[config.mk]
export PLATFORM = sky130hd
export DESIGN_NAME = flow_sequence_tracker_top
export DESIGN_NICKNAME = d
export VERILOG_FILES = /design/src/hdl/fst_pkg.sv /design/src/hdl/fst_ctrl.sv /design/src/hdl/fst_dpath.sv /design/src/hdl/flow_sequence_tracker_top.sv
export SDC_FILE = /design/constraint.sdc
export NUM_CORES = 2
export LEC_CHECK = 0
export BUFFER_PORTS_ARGS = -buffer_cell sky130_fd_sc_hd__buf_4
export CAP_MARGIN = 10
export CORE_MARGIN = 1.5
export CORE_UTILIZATION = 54
export DETAILED_ROUTE_END_ITERATION = 7
export HOLD_SLACK_MARGIN = 0.02
export PLACE_DENSITY = 0.78
export SLEW_MARGIN = 5
export SYNTH_ARGS = -nofsm -noshare
export SYNTH_HDL_FRONTEND = slang
export SYNTH_SLANG_ARGS = --single-unit
[constraint.sdc]
create_clock -name i_clk -period 6.2 [get_ports i_clk]
set_clock_uncertainty 0.05 [all_clocks]
set_input_delay 0.62 -clock i_clk [delete_from_list [all_inputs] [get_ports i_clk]]
set_output_delay 0.62 -clock i_clk [all_outputs]
set_load 0.01 [all_outputs]
[src/hdl/fst_pkg.sv]
// Shared types and constants for the flow sequence tracker.
package fst_pkg;

    // configuration register indexes
    localparam int CFG_IDX_W  = 1;
    localparam int CFG_DATA_W = 16;
    localparam logic [CFG_IDX_W-1:0] CFG_GAP_THR  = 1'd0;
    localparam logic [CFG_IDX_W-1:0] CFG_FRAG_THR = 1'd1;

    localparam logic [15:0] GAP_THR_RST  = 16'd2;
    localparam logic [7:0]  FRAG_THR_RST = 8'd50;
    localparam logic [7:0]  CNT_MAX      = 8'hFF;

    typedef struct packed {
        logic [31:0] dst_addr;
        logic [15:0] dst_port_num;
        logic [15:0] stream_id;
        logic [31:0] seq_in;
    } t_in_word;

    typedef struct packed {
        logic        hit;
        logic        inserted;
        logic        table_full;
        logic        backward_gap;
        logic        switchover;
        logic [31:0] tracked_seq;
        logic [3:0]  entry_slot;
    } t_out_word;

    // flow key as stored in the table
    typedef struct packed {
        logic [31:0] addr;
        logic [15:0] port;
        logic [15:0] stream;
    } t_key;

    // per-flow sequence state
    typedef struct packed {
        logic [31:0] cur;
        logic [31:0] pend;
        logic [7:0]  cnt;
    } t_ent;

    // controller -> datapath
    typedef struct packed {
        logic accept;    // capture input word, clear scan index
        logic rd;        // read both tables at scan index
        logic step;      // advance scan index
        logic upd_wr;    // write back updated state, load hit result
        logic ins_wr;    // append new entry, load insert result
        logic full_res;  // load table-full result
    } t_cmd;

    // datapath -> controller
    typedef struct packed {
        logic match;     // read key equals captured key
        logic last;      // scan index is the last used entry
        logic empty;     // no entries in use
        logic tbl_full;  // every entry in use
        logic out_free;  // output register can take a word this cycle
    } t_sts;

endpackage

[src/hdl/fst_ctrl.sv]
// Sequencer for lookup, update and insert of one word at a time.
module fst_ctrl
    import fst_pkg::*;
(
    input  logic i_clk,
    input  logic i_rst_n,
    input  logic i_in_valid,
    output logic o_in_ready,
    input  t_sts i_sts,
    output t_cmd o_cmd
);

    typedef enum logic [4:0] {
        S_IDLE = 5'b00001,
        S_RD   = 5'b00010,
        S_CMP  = 5'b00100,
        S_UPD  = 5'b01000,
        S_MISS = 5'b10000
    } t_state;

    t_state r_state;
    t_state n_state;

    always_ff @(posedge i_clk) begin
        if (!i_rst_n) begin
            r_state <= S_IDLE;
        end else begin
            r_state <= n_state;
        end
    end

    always_comb begin
        n_state = r_state;
        o_cmd   = '0;
        unique case (r_state)
            S_IDLE: begin
                if (i_in_valid) begin
                    o_cmd.accept = 1'b1;
                    n_state = i_sts.empty ? S_MISS : S_RD;
                end
            end
            S_RD: begin
                o_cmd.rd = 1'b1;
                n_state  = S_CMP;
            end
            S_CMP: begin
                if (i_sts.match) begin
                    n_state = S_UPD;
                end else if (i_sts.last) begin
                    n_state = S_MISS;
                end else begin
                    o_cmd.step = 1'b1;
                    n_state    = S_RD;
                end
            end
            S_UPD: begin
                if (i_sts.out_free) begin
                    o_cmd.upd_wr = 1'b1;
                    n_state      = S_IDLE;
                end
            end
            S_MISS: begin
                if (i_sts.out_free) begin
                    o_cmd.ins_wr   = !i_sts.tbl_full;
                    o_cmd.full_res = i_sts.tbl_full;
                    n_state        = S_IDLE;
                end
            end
            default: begin
                n_state = S_IDLE;
            end
        endcase
    end

    assign o_in_ready = (r_state == S_IDLE);

endmodule

[src/hdl/fst_dpath.sv]
// Flow tables, scan index, sequence update logic and output register.
module fst_dpath
    import fst_pkg::*;
#(
    parameter int ENTRIES = 16
)
(
    input  logic                  i_clk,
    input  logic                  i_rst_n,
    input  t_cmd                  i_cmd,
    output t_sts                  o_sts,
    input  t_in_word              i_in_data,
    input  logic                  i_cfg_we,
    input  logic [CFG_IDX_W-1:0]  i_cfg_idx,
    input  logic [CFG_DATA_W-1:0] i_cfg_data,
    output logic                  o_out_valid,
    input  logic                  i_out_ready,
    output t_out_word             o_out_data
);

    localparam int IW = (ENTRIES > 1) ? $clog2(ENTRIES) : 1;
    localparam int CW = IW + 1;
    localparam logic [CW-1:0] FULL_CNT = CW'(ENTRIES);

    t_key r_key_mem [ENTRIES];
    t_ent r_ent_mem [ENTRIES];

    t_key          r_key_q;
    t_ent          r_ent_q;
    t_in_word      r_in;
    logic [IW-1:0] r_idx;
    logic [CW-1:0] r_used;
    logic [15:0]   r_gap_thr;
    logic [7:0]    r_frag_thr;
    logic          r_out_valid;
    t_out_word     r_out;

    t_key          cur_key;
    logic [31:0]   gap;
    logic          lower;
    logic          bgap;
    logic [7:0]    cnt_inc;
    logic          swv;
    t_ent          upd_ent;
    t_ent          new_ent;
    logic [IW-1:0] ins_idx;
    logic [IW+3:0] idx_ext;
    logic [IW+3:0] ins_ext;
    logic          out_free;

    assign cur_key = '{addr: r_in.dst_addr, port: r_in.dst_port_num, stream: r_in.stream_id};
    assign ins_idx = r_used[IW-1:0];
    assign idx_ext = {4'b0000, r_idx};
    assign ins_ext = {4'b0000, ins_idx};
    assign out_free = !r_out_valid || i_out_ready;

    // configuration
    always_ff @(posedge i_clk) begin
        if (!i_rst_n) begin
            r_gap_thr  <= GAP_THR_RST;
            r_frag_thr <= FRAG_THR_RST;
        end else if (i_cfg_we) begin
            unique case (i_cfg_idx)
                CFG_GAP_THR:  r_gap_thr  <= i_cfg_data;
                CFG_FRAG_THR: r_frag_thr <= i_cfg_data[7:0];
                default: ;
            endcase
        end
    end

    // sequence update for a hit entry
    always_comb begin
        gap     = r_ent_q.cur - r_in.seq_in;
        lower   = r_ent_q.cur > r_in.seq_in;
        bgap    = lower && (gap >= {16'h0000, r_gap_thr});
        cnt_inc = (r_ent_q.cnt == CNT_MAX) ? r_ent_q.cnt : r_ent_q.cnt + 8'd1;
        swv     = bgap && (cnt_inc > r_frag_thr);
        if (!lower) begin
            upd_ent = '{cur: r_in.seq_in, pend: r_ent_q.pend, cnt: r_ent_q.cnt};
        end else if (swv) begin
            upd_ent = '{cur: r_ent_q.pend, pend: 32'h0, cnt: 8'h00};
        end else if (bgap) begin
            upd_ent = '{cur: r_ent_q.cur, pend: r_in.seq_in, cnt: cnt_inc};
        end else begin
            upd_ent = '{cur: r_ent_q.cur, pend: 32'h0, cnt: 8'h00};
        end
        new_ent = '{cur: r_in.seq_in, pend: 32'h0, cnt: 8'h00};
    end

    // tables: one write port, one registered read port
    always_ff @(posedge i_clk) begin
        if (i_cmd.ins_wr) begin
            r_key_mem[ins_idx] <= cur_key;
        end
        if (i_cmd.rd) begin
            r_key_q <= r_key_mem[r_idx];
        end
    end

    always_ff @(posedge i_clk) begin
        if (i_cmd.ins_wr) begin
            r_ent_mem[ins_idx] <= new_ent;
        end else if (i_cmd.upd_wr) begin
            r_ent_mem[r_idx] <= upd_ent;
        end
        if (i_cmd.rd) begin
            r_ent_q <= r_ent_mem[r_idx];
        end
    end

    always_ff @(posedge i_clk) begin
        if (i_cmd.accept) begin
            r_in <= i_in_data;
        end
    end

    always_ff @(posedge i_clk) begin
        if (!i_rst_n) begin
            r_idx  <= '0;
            r_used <= '0;
        end else begin
            if (i_cmd.accept) begin
                r_idx <= '0;
            end else if (i_cmd.step) begin
                r_idx <= r_idx + 1'b1;
            end
            if (i_cmd.ins_wr) begin
                r_used <= r_used + 1'b1;
            end
        end
    end

    // output register
    always_ff @(posedge i_clk) begin
        if (!i_rst_n) begin
            r_out_valid <= 1'b0;
        end else if (i_cmd.upd_wr || i_cmd.ins_wr || i_cmd.full_res) begin
            r_out_valid <= 1'b1;
        end else if (i_out_ready) begin
            r_out_valid <= 1'b0;
        end
    end

    always_ff @(posedge i_clk) begin
        if (i_cmd.upd_wr) begin
            r_out <= '{hit: 1'b1, inserted: 1'b0, table_full: 1'b0,
                       backward_gap: bgap, switchover: swv,
                       tracked_seq: upd_ent.cur, entry_slot: idx_ext[3:0]};
        end else if (i_cmd.ins_wr) begin
            r_out <= '{hit: 1'b0, inserted: 1'b1, table_full: 1'b0,
                       backward_gap: 1'b0, switchover: 1'b0,
                       tracked_seq: r_in.seq_in, entry_slot: ins_ext[3:0]};
        end else if (i_cmd.full_res) begin
            r_out <= '{hit: 1'b0, inserted: 1'b0, table_full: 1'b1,
                       backward_gap: 1'b0, switchover: 1'b0,
                       tracked_seq: 32'h0, entry_slot: 4'h0};
        end
    end

    assign o_sts.match    = (r_key_q == cur_key);
    assign o_sts.last     = ({1'b0, r_idx} + 1'b1) == r_used;
    assign o_sts.empty    = (r_used == '0);
    assign o_sts.tbl_full = (r_used == FULL_CNT);
    assign o_sts.out_free = out_free;

    assign o_out_valid = r_out_valid;
    assign o_out_data  = r_out;

endmodule

[src/hdl/flow_sequence_tracker_top.sv]
// Flow sequence tracker: flow table lookup/insert with per-flow sequence gap tracking.
//
// Input channel (i_in_valid / o_in_ready, i_in_data): one word per packet,
// carrying the flow key (address, port, stream id) and the sequence number.
// Output channel (o_out_valid / i_out_ready, o_out_data): one result word per
// input word, in order: hit / inserted / table_full flags, gap and switchover
// flags, the entry's current sequence number and its slot.
// Config port (i_cfg_we, i_cfg_idx, i_cfg_data): index 0 gap threshold,
// index 1 fragment threshold; write only while idle.
// Timing: keys are scanned one table entry at a time (read, compare)
// through a single-read-port table. A hit loads its result from the update state,
// a miss from the miss state, each once the output register can take it. Ready
// returns the cycle after the load.
// Stalls: the output register holds a result while the receiver stalls; the
// block accepts and scans the next word meanwhile and waits only to load.
// Reset: table emptied (fill count cleared), thresholds back to 2 and 50,
// output valid dropped. No clearing pass is needed.
module flow_sequence_tracker_top
    import fst_pkg::*;
#(
    parameter int ENTRIES = 16
)
(
    input  logic                  i_clk,
    input  logic                  i_rst_n,
    input  logic                  i_in_valid,
    output logic                  o_in_ready,
    input  t_in_word              i_in_data,
    output logic                  o_out_valid,
    input  logic                  i_out_ready,
    output t_out_word             o_out_data,
    input  logic                  i_cfg_we,
    input  logic [CFG_IDX_W-1:0]  i_cfg_idx,
    input  logic [CFG_DATA_W-1:0] i_cfg_data
);

    t_cmd cmd;
    t_sts sts;

    fst_ctrl u_ctrl (
        .i_clk      (i_clk),
        .i_rst_n    (i_rst_n),
        .i_in_valid (i_in_valid),
        .o_in_ready (o_in_ready),
        .i_sts      (sts),
        .o_cmd      (cmd)
    );

    fst_dpath #(
        .ENTRIES (ENTRIES)
    ) u_dpath (
        .i_clk       (i_clk),
        .i_rst_n     (i_rst_n),
        .i_cmd       (cmd),
        .o_sts       (sts),
        .i_in_data   (i_in_data),
        .i_cfg_we    (i_cfg_we),
        .i_cfg_idx   (i_cfg_idx),
        .i_cfg_data  (i_cfg_data),
        .o_out_valid (o_out_valid),
        .i_out_ready (i_out_ready),
        .o_out_data  (o_out_data)
    );

    // exactly one outcome per result word
    a_one_outcome: assert property (@(posedge i_clk) disable iff (!i_rst_n)
        o_out_valid |-> $onehot({o_out_data.hit, o_out_data.inserted, o_out_data.table_full}))
        else $error("result word carries not exactly one outcome");

    // gap and switchover only on a hit, switchover only with a gap
    a_gap_on_hit: assert property (@(posedge i_clk) disable iff (!i_rst_n)
        o_out_valid && (o_out_data.backward_gap || o_out_data.switchover)
            |-> o_out_data.hit && (o_out_data.backward_gap || !o_out_data.switchover))
        else $error("gap flags on a non-hit result or switchover without gap");

    // one word at a time: no accept in the cycle after an accept
    a_busy_after_accept: assert property (@(posedge i_clk) disable iff (!i_rst_n)
        i_in_valid && o_in_ready |=> !o_in_ready)
        else $error("input ready right after an accept");

    // a result is only loaded by a finished lookup, never out of thin air
    a_result_after_work: assert property (@(posedge i_clk) disable iff (!i_rst_n)
        $rose(o_out_valid) |-> $past(!o_in_ready))
        else $error("result appeared without a word in progress");

endmodule
==> summary.md <==
| Metric | Value |
|---|---|
| Worst EP required | 6.68 ns |
| Slew margin rel. | 19.59% |
| Storage cell area | 74310 sq um |
| Drt wl/cell | 33.79 um |
| Final period utilization | 94.51% |
| Initial antenna violation count | 19 |
| PD cells | 315.7 nW/um^2 |
| Maximum number of pins on one net before global-route repair | 149 |
| First-pass GRT wire length | 361100 um |
| Area of the multi-input gates | 22110 sq um |
| Ys Warns | 0 |
| R2R Setup Slk | 0.34 ns |
| #FFs+latches synth | 2488 |
| Max IR drop VDD | 0.0002986 V |
| Main synth FF type | edfxtp_1 |
| Grt total ovfl | 0 |
| CTS tree | yes |
| Via density | 6.766 |
| F_max | 0.1707 GHz |
| Worst EP arrival | 6.34 ns |
| Hold path endpoint | u_dpath.r_gap_thr[13] |
| PortBufs | 160 |
| Hold slack | 0.05859 ns |
| Period minus WS final | 5.860 ns |
| Critical Path Max Stage Delay | 0.85 ns |
| Total Wirelength | 252800 um |
| Final setup vio count | 0 |
| Final Hold Viols | 0 |
| Die area | 183000 sq um |
| Clk_lat worst skew | 0.90 ns |
| Hold Crit Class | input port to flop |
| Worst r2r path cells | 19 |
| Clock tree buffer depth | 3 |
| Post-CTS setup buffers | 0 |
| R2r endpoint | u_dpath.r_ent_mem[6][42] |
| TritonCTS Sinks | 2488 |
| Gpl congestion | 0.9536 |
| Clock Pin Slew Worst Setup and Hold Paths | 0.07 ns |
| Site row count | 155 |
| Most common cell after layout, fill and taps aside | edfxtp_1 |
| Hold Path Origin | i_cfg_data[13] |
| Setup Crit Path Kind | flop to flop |
| Drt pass-1 iters | 7 |
| FILL cells | 11465 |
| DRT iter0 DRCs | 7953 |
| Nets | 5115 |
| Crit end category | flop |
| Area Overhead vs Synth | 13.58% |
| Via Count | 50621 |
| Fin. max-slew vios | 0 |
| Die Wd | 427.8 um |
| DP HPWL | 125600 um |
| H-tree depth | 4 |
| Reg2Reg Launch Point | u_dpath.new_ent[42] |
| Final instance area | 110700 sq um |
| Async SR Flop Fraction | 0% |
| Critical path buffer and inverter count | 3 |
| Worst slew pin tran | 1.206 ns |
| GRT Total Usage | 27.76% |
| Crit-path slowest cell | o311ai_2 |
| Syn Area/Cell | 21.48 sq um |
| Die Ht | 427.8 um |
| CP max FO | 49 |
| Cell Chain, Critical Path | inv_1 > ha_1 > and3_1 > o21a_1 > o311ai_0 > buf_4 > nand2_1 > xor2_1 > ha_1 > a21o_1 > a21o_1 > a21oi_1 > o21ai_0 > or4_1 > a211oi_1 > o2111ai_1 > or2_4 > buf_4 > o311ai_2 |
| Total negative slack | 0 ns |
| RSZ-0062 raised after global routing | false |
| Commonest cells after routing, fill and taps aside | edfxtp_1, mux4_2, buf_4 |
| Layout cells sized above 1 | 26.18% |
| Core Area | 178800 sq um |
| Routed Antenna Nets | 0 |
| Root Buffer Master | clkbuf_16 |
| Hold depth | 3 |
| EDFF count, synth | 2446 |
| I/O pins | 161 |
| Syn nets | 4718 |
| Delay-heaviest family, CP | compound AO/OA/AOI/OAI gates |
| Post-Syn Area | 97440 sq um |
| Leakage | 33.87 nW |
| Startpoint types | flop |
| Num CTS Buffers | 228 |
| Status | complete, no violations |
| CP Depth | 19 |
| Residual DRC | 0 |
| Dpl cell area | 102300 sq um |
| Vias in the first global route | 51268 |
| Sequential fraction of the synthesis area | 76.25% |
| Post-synthesis cell count | 4537 |
| Initial Utilization | 54.49% |
| Count of cell types in the netlist | 66 |
| Number of max-cap violations | 0 |
==> where the power goes <==
part / internal [mW] / switching (mW)
Clock: 7.60 / 6.16
Combinational: 0.613 / 1.08
Sequential: 19.0 / 0.445
Total: 27.3 / 7.68
==> logic make-up after synthesis <==
family	after synthesis	synth area share (%)
compound gates	348	2.539
xor+xnor	95	0.8539
fa+ha+maj	63	0.8167
buf+inv	341	1.355
flops	2488	76.25
mux	687	15.64
simple gates	515	2.554
==> registers in the layout, summed over array words and instances, names as in the netlist <==
| signal | cells |
|---|---|
| u_dpath.cur_key | 64 |
| u_dpath.r_ent_mem | 1152 |
| u_dpath.r_frag_thr | 8 |
| u_dpath.r_idx | 4 |
| u_dpath.o_out_data | 41 |
| u_dpath.r_key_mem | 1024 |
| u_dpath.r_ent_q | 72 |
| u_dpath.r_used | 5 |
| u_dpath.r_gap_thr | 16 |
| u_dpath.r_key_q | 64 |
| u_ctrl.r_state | 5 |
| u_dpath.o_out_valid | 1 |
| u_dpath.new_ent | 32 |
==> how the worst max path moves through the flow <==
stage | startpoint | to | slack, ns
after floorplan | i_out_ready | u_dpath.r_ent_mem[6][0] | 0.20
after global placement | u_dpath.new_ent[43] | u_dpath.r_ent_mem[4][50] | 0.41
after detailed placement | u_dpath.new_ent[41] | u_dpath.r_ent_mem[11][71] | 0.47
after CTS | u_dpath.new_ent[42] | u_dpath.r_ent_mem[8][71] | 0.35
after global routing | u_dpath.new_ent[42] | u_dpath.r_ent_mem[6][42] | 0.04
final | u_dpath.new_ent[42] | u_dpath.r_ent_mem[6][42] | 0.34
==> routing by layer <==
metal	GRT usage (%)	share of wire [%]	vias up
li1	-	-	19815
met2	44.08	49	3912
met5	0	0.022	-
met4	13.85	5.4	8
met1	36.72	35	26231
met3	6.046	11	655
==> synthesized netlist by cell type, types with 6 or more instances <==
| cell type | n | area share [%] |
|---|---|---|
| inv_1 | 102 | 0.39 |
| a21boi_0 | 20 | 0.15 |
| a31oi_1 | 8 | 0.051 |
| and2_1 | 22 | 0.14 |
| a32oi_1 | 39 | 0.35 |
| nand3_1 | 50 | 0.26 |
| buf_1 | 62 | 0.24 |
| a21oi_1 | 89 | 0.46 |
| dfxtp_1 | 42 | 0.86 |
| clkbuf_1 | 160 | 0.62 |
| or3_1 | 6 | 0.039 |
| edfxtp_1 | 2446 | 75 |
| ha_1 | 62 | 0.80 |
| o311ai_1 | 32 | 0.29 |
| nand2_1 | 142 | 0.55 |
| nor2_1 | 108 | 0.42 |
| xor2_1 | 10 | 0.090 |
| buf_2 | 14 | 0.072 |
| a21o_1 | 12 | 0.092 |
| o211ai_1 | 10 | 0.077 |
| o21a_1 | 13 | 0.10 |
| xnor2_1 | 85 | 0.76 |
| nor3_1 | 53 | 0.27 |
| nand4_1 | 64 | 0.41 |
| o21ai_0 | 31 | 0.16 |
| mux4_2 | 668 | 15 |
| nand2b_1 | 12 | 0.077 |
| mux2i_1 | 18 | 0.18 |
| nor2b_1 | 24 | 0.15 |
| a211oi_1 | 18 | 0.14 |
| and3_1 | 9 | 0.058 |
| a211o_1 | 32 | 0.29 |
| nor4_1 | 8 | 0.051 |
==> timing repair <==
action / in CTS / in global routing
hold buffers: 106 / 0
setup endpoints to repair: 0 / 25
gates resized for setup: 0 / 3
endpoints found under the hold margin: 114 / 0
==> area by class of cell <==
| class | count | share of cell area (%) |
|---|---|---|
| inverter | 102 | 0.3460 |
| antenna | 12 | 0.02713 |
| sequential | 2488 | 67.14 |
| clock buffer | 290 | 5.422 |
| multi-input combinational | 1708 | 19.98 |
| timing repair buffer | 406 | 3.333 |
| tap | 2355 | 2.662 |
| clock inverter | 121 | 1.090 |
==> per-stage QoR <==
stage	worst slack (ns)	utilization, %	total power, mW	instances
2_1_floorplan	0.2005	-	20.55	4537
3_3_place_gp	0.4146	57.23	21.31	6953
3_5_place_dp	0.4713	57.24	21.38	6953
4_1_cts	0.3540	61.86	34.94	7470
5_1_grt	0.03713	61.89	35.75	7480
6_report	0.3402	61.89	34.93	7482
==> worst reg2reg max path: stages (launching register included) <==
cell	delay [ns]
edfxtp_1	0.49
inv_1	0.10
ha_1	0.39
and3_1	0.23
o21a_1	0.15
o311ai_0	0.41
buf_4	0.21
nand2_1	0.08
xor2_1	0.17
ha_1	0.30
a21o_1	0.18
a21o_1	0.17
a21oi_1	0.13
o21ai_0	0.08
or4_1	0.51
a211oi_1	0.23
o2111ai_1	0.14
or2_4	0.31
buf_4	0.31
o311ai_2	0.87
No activity file was read; power rests on OpenSTA's default activity.
